==> src/sv/gbs_pkg.sv <==
// Package with payload words, register indexes and fixed field widths of the glyph scaler.
package gbs_pkg;

  localparam int SRC_W     = 7;
  localparam int DST_W     = 11;
  localparam int OPA_W     = 8;
  localparam int CFG_W     = 11;
  localparam int CFG_IDX_W = 3;
  localparam int COORD_W   = 10;
  localparam int LOAD_W    = 12;
  localparam int ALPHA_W   = 8;

  localparam logic MODE_LOAD   = 1'b0;
  localparam logic MODE_SAMPLE = 1'b1;

  typedef enum logic [CFG_IDX_W-1:0] {
    REG_SRC_WIDTH  = 3'd0,
    REG_SRC_HEIGHT = 3'd1,
    REG_DST_WIDTH  = 3'd2,
    REG_DST_HEIGHT = 3'd3,
    REG_OPACITY    = 3'd4
  } reg_index_t;

  typedef struct packed {
    logic               mode;
    logic [LOAD_W-1:0]  load_index;
    logic [ALPHA_W-1:0] alpha_byte;
    logic [COORD_W-1:0] dst_x;
    logic [COORD_W-1:0] dst_y;
  } req_word_t;

  typedef struct packed {
    logic [7:0] coverage;
    logic       covered;
  } res_word_t;

  typedef struct packed {
    logic               mode;
    logic [LOAD_W-1:0]  load_index;
    logic [ALPHA_W-1:0] alpha_byte;
  } side_t;

endpackage

==> src/sv/gbs_div.sv <==
// Pipelined restoring divider, one quotient bit per stage, with saturation flag.
module gbs_div
  import gbs_pkg::*;
#(
  parameter int NUM_W = 26,
  parameter int DEN_W = 12,
  parameter int QB    = 15
) (
  input  logic             clk,
  input  logic             en,
  input  logic [NUM_W-1:0] num,
  input  logic [DEN_W-1:0] den,
  output logic [QB-1:0]    q,
  output logic             sat
);

  localparam int CW = (NUM_W > DEN_W + QB) ? NUM_W : DEN_W + QB;

  logic [CW-1:0]    rem   [QB+1];
  logic [DEN_W-1:0] dreg  [QB+1];
  logic [QB-1:0]    qreg  [QB+1];
  logic             sreg  [QB+1];

  always_ff @(posedge clk) begin
    if (en) begin
      rem[0]  <= CW'(num);
      dreg[0] <= den;
      qreg[0] <= '0;
      sreg[0] <= 1'b0;
    end
  end

  for (genvar k = 0; k < QB; k++) begin : g_step
    logic [CW-1:0] dsh;
    logic          take;
    logic          sat_in;
    assign dsh = CW'(dreg[k]) << (QB - 1 - k);
    assign take = rem[k] >= dsh;
    if (k == 0) begin : g_first
      assign sat_in = rem[0] >= (CW'(dreg[0]) << QB);
    end else begin : g_rest
      assign sat_in = sreg[k];
    end
    always_ff @(posedge clk) begin
      if (en) begin
        rem[k+1]  <= take ? rem[k] - dsh : rem[k];
        dreg[k+1] <= dreg[k];
        qreg[k+1] <= qreg[k] | (QB'(take) << (QB - 1 - k));
        sreg[k+1] <= sat_in;
      end
    end
  end

  assign q   = qreg[QB];
  assign sat = sreg[QB];

endmodule

==> config.mk <==
export PLATFORM = sky130hd
export DESIGN_NAME = gbs_div
export DESIGN_NICKNAME = d
export VERILOG_FILES = /design/src/sv/gbs_pkg.sv /design/src/sv/gbs_div.sv
export SDC_FILE = /design/constraint.sdc
export NUM_CORES = 1
export LEC_CHECK = 0
export BUFFER_PORTS_ARGS = -buffer_cell sky130_fd_sc_hd__buf_4
export CAP_MARGIN = 15
export CORE_MARGIN = 2
export CORE_UTILIZATION = 40
export DETAILED_ROUTE_END_ITERATION = 12
export PLACE_DENSITY = 0.6
export SYNTH_ARGS = -nofsm -noshare
export SYNTH_HDL_FRONTEND = slang
export SYNTH_SLANG_ARGS = --single-unit
==> constraint.sdc <==
create_clock -name clk -period 3.8 [get_ports clk]
set_input_delay 0.57 -clock clk [delete_from_list [all_inputs] [get_ports clk]]
set_output_delay 0.57 -clock clk [all_outputs]
set_load 0.03 [all_outputs]
==> run summary <==
status: finished clean
Detailed Route Iter0 Violations: 1367
FILL cells: 7581
Gate Count Post-Synth: 2661
final slew viol count: 0
Worst EP arrival: 3890 ps
Sum Neg Setup Slack: 0 ps
post-route ant nets: 0
Die W: 298 um
Yosys warnings: 0
grt ovf: 0
final net count: 3022
P&R area growth vs syn: 13.3%
DR pass1 iterations: 6
largest net degree at the start of global routing: 86
crit path time final: 3530 ps
Hold Crit Class: input port to flip-flop
Placement Cell Area: 36500 um^2
Tcrit/Tclk final: 0.928
routed wl met2: 35500 um
ant diodes: 0
Peak Freq: 284 MHz
Port-buffer cells: 55
Mapped Nets: 2906
Required @ worst endpoint: 4160 ps
register bit total from synthesis: 719
initial antenna violation count: 1
final instance area: 39100 um^2
max layer used: met4
Clock Latency Late Sink: 620 ps
Vias: 20800
Die H: 298 um
average routed wire per standard cell: 18.3 um
postcts setup bufs: 0
final hold vios: 0
core area: 85400 um^2
Final GP Congestion: 0.936
routed wire length: 72800 um
Starting Density: 0.404
max_cap viols: 0
row cnt: 107
DR vias/cell: 5.22
WL met3: 2810 um
HPWL after detailed placement: 53500 um
CTS Buf Count: 78
die area: 88700 um^2
P per Cell Area: 683 nW/um^2
depth of the worst register-to-register path: 12
CTS tree: built
Critical Path Start Type: flip-flop
drt drc: 0
Synth cell types: 73
clock root buffer: clkbuf_16
reg2reg start: rem[7][7]
Max Clock Skew: 26.8 ps
Avg Inst Size Synth: 13.0 um^2
post-CTS sizing: 0
EDFF count, synth: 719
Max Root-Sink Buffers: 3
Setup Crit Path Kind: flip-flop to flip-flop
first-pass GRT wire length: 115000 um
RSZ-0062 raised after global routing: no
crit path from: rem[7][7]
Reg2Reg Capture Point: rem[8][22]
CTS Hold Bufs: 0
Primary FF master, synth: edfxtp_1
R2R Setup Slk: 270 ps
Slew @ Worst Pin: 979 ps
fin util: 0.458
register area share after synthesis: 0.625
ys async rst share: 0
critical path capture point type: flip-flop
Finish-stage setup viols: 0
met1 wire length: 32000 um
GRT Util Overall: 0.163
worst rel slew slack: 0.347
Max FO, Critical Path: 24
share of cells above drive strength 1: 0.0983
Clock Pin Slew Worst Setup and Hold Paths: 70 ps
Post-Syn Area: 34500 um^2
# IOs: 56
worst vdd ir: 0.380 mV
vias in the first global route: 21200
H-tree depth: 3
LEAKAGE: 14.8 nW
Sink Count: 719
crit path to: rem[8][22]
[final cells by class]
| cell class | instances | area [um^2] | share of cell area |
|---|---|---|---|
| Clock buffer | 94 | 2030 | 0.0520 |
| Clock inverter | 47 | 608 | 0.0155 |
| Inverter | 239 | 897 | 0.0229 |
| Multi-Input combinational cell | 1647 | 11800 | 0.301 |
| Sequential cell | 719 | 21600 | 0.552 |
| Tap cell | 1144 | 1430 | 0.0366 |
| Timing Repair Buffer | 92 | 798 | 0.0204 |
[cell families after synthesis]
| family | synth area share |
|---|---|
| compound gates | 0.0887 |
| xor+xnor | 0.0561 |
| fa+ha+maj | 0.0773 |
| buf+inv | 0.0343 |
| flops | 0.625 |
| mux | 0.0192 |
| simple gates | 0.0990 |
[worst max-delay path, cell delays in order (launching register included)]
cell and delay, ps:
edfxtp_1 370, inv_1 60, ha_1 210, inv_1 90
fa_1 220, a21oi_1 120, o21ai_0 310, a211oi_1 160
o41ai_1 600, or2_2 500, o211ai_1 290, nor3_1 240
xor2_1 100
[cells in the mapped netlist, types with 15 or more instances]
| master | number | share of area |
|---|---|---|
| xor2_1 | 109 | 0.028 |
| nand4_1 | 31 | 0.0056 |
| o21a_1 | 22 | 0.0048 |
| nand2b_1 | 31 | 0.0056 |
| ha_1 | 191 | 0.069 |
| a21oi_1 | 175 | 0.025 |
| nand2_1 | 144 | 0.016 |
| a31oi_1 | 15 | 0.0027 |
| or4_1 | 24 | 0.0052 |
| inv_1 | 238 | 0.026 |
| mux2_2 | 50 | 0.016 |
| nor3_1 | 50 | 0.0072 |
| nor2_1 | 166 | 0.018 |
| nor2b_1 | 36 | 0.0065 |
| a21o_1 | 62 | 0.013 |
| or3_1 | 20 | 0.0036 |
| nand3_1 | 34 | 0.0049 |
| xnor2_1 | 112 | 0.028 |
| edfxtp_1 | 719 | 0.63 |
| clkbuf_1 | 36 | 0.0039 |
| o21ai_0 | 131 | 0.019 |
| buf_4 | 16 | 0.0035 |
| o21bai_1 | 15 | 0.0033 |
| nor4_1 | 46 | 0.0083 |
[stage by stage]
stage	instances	power [mW]	hold WS, ps	setup slack [ps]
global route	3982	28.2	92.3	39.1
global placement	3841	18.8	401	456
floorplan	2661	16.8	400	596
detailed placement	3841	19.0	405	313
CTS	3982	26.9	82.9	289
finish	3982	26.7	121	273
[where the power goes]
group          switching [mW]  internal, mW  leakage (nW)
registers                1.07          10.7          6.92
logic                    4.07          3.14          6.57
clock network            3.11          4.66          1.27
[metal layers]
metal,track usage,vias to the layer above
met5,0,-
met4,0.0637,0
met3,0.0234,158
met2,0.283,517
met1,0.205,10000
li1,-,10100
[cell usage in the layout (no fill, tap or decap), types with 10 or more instances in the layout]
master / netlist / routed
o31ai_1: 10 / 10
mux2i_1: 10 / 10
mux2_2: 50 / 50
xor2_1: 109 / 109
a21oi_1: 175 / 175
or4_1: 24 / 24
nor2b_1: 36 / 36
fa_1: 14 / 14
clkbuf_16: 0 / 79
nor4_1: 46 / 46
ha_1: 191 / 191
or3_1: 20 / 20
nand4_1: 31 / 31
a21o_1: 62 / 62
clkinv_2: 0 / 11
clkbuf_1: 36 / 15
nand4b_1: 10 / 10
nand3_1: 34 / 34
nor3_1: 50 / 50
nor2_1: 166 / 166
nand2b_1: 31 / 31
xnor2_1: 112 / 112
a31oi_1: 15 / 14
clkinv_1: 0 / 13
bufinv_16: 0 / 12
buf_4: 16 / 83
o21bai_1: 15 / 15
nand2_1: 144 / 144
o21a_1: 22 / 22
inv_1: 238 / 238
o21ai_0: 131 / 131
edfxtp_1: 719 / 719
[state kept, by name (all words and copies together) (netlist names)]
register	count
dreg	180
qreg	120
rem	404
sreg	15
[worst min-delay path by stage]
stage               slack [ps]   startpoint      endpoint  cells past startpoint
global placement           400  qreg[1][89]  qreg[1][104]                      0
detailed placement         400  qreg[0][85]  qreg[0][100]                      0
finish                     120      num[17]    rem[0][17]                      1
global route                90      num[17]    rem[0][17]                      1
CTS                         80      num[17]    rem[0][17]                      1
floorplan                  400  qreg[0][85]  qreg[0][100]                      0
Power figures use the tool's default switching activity.
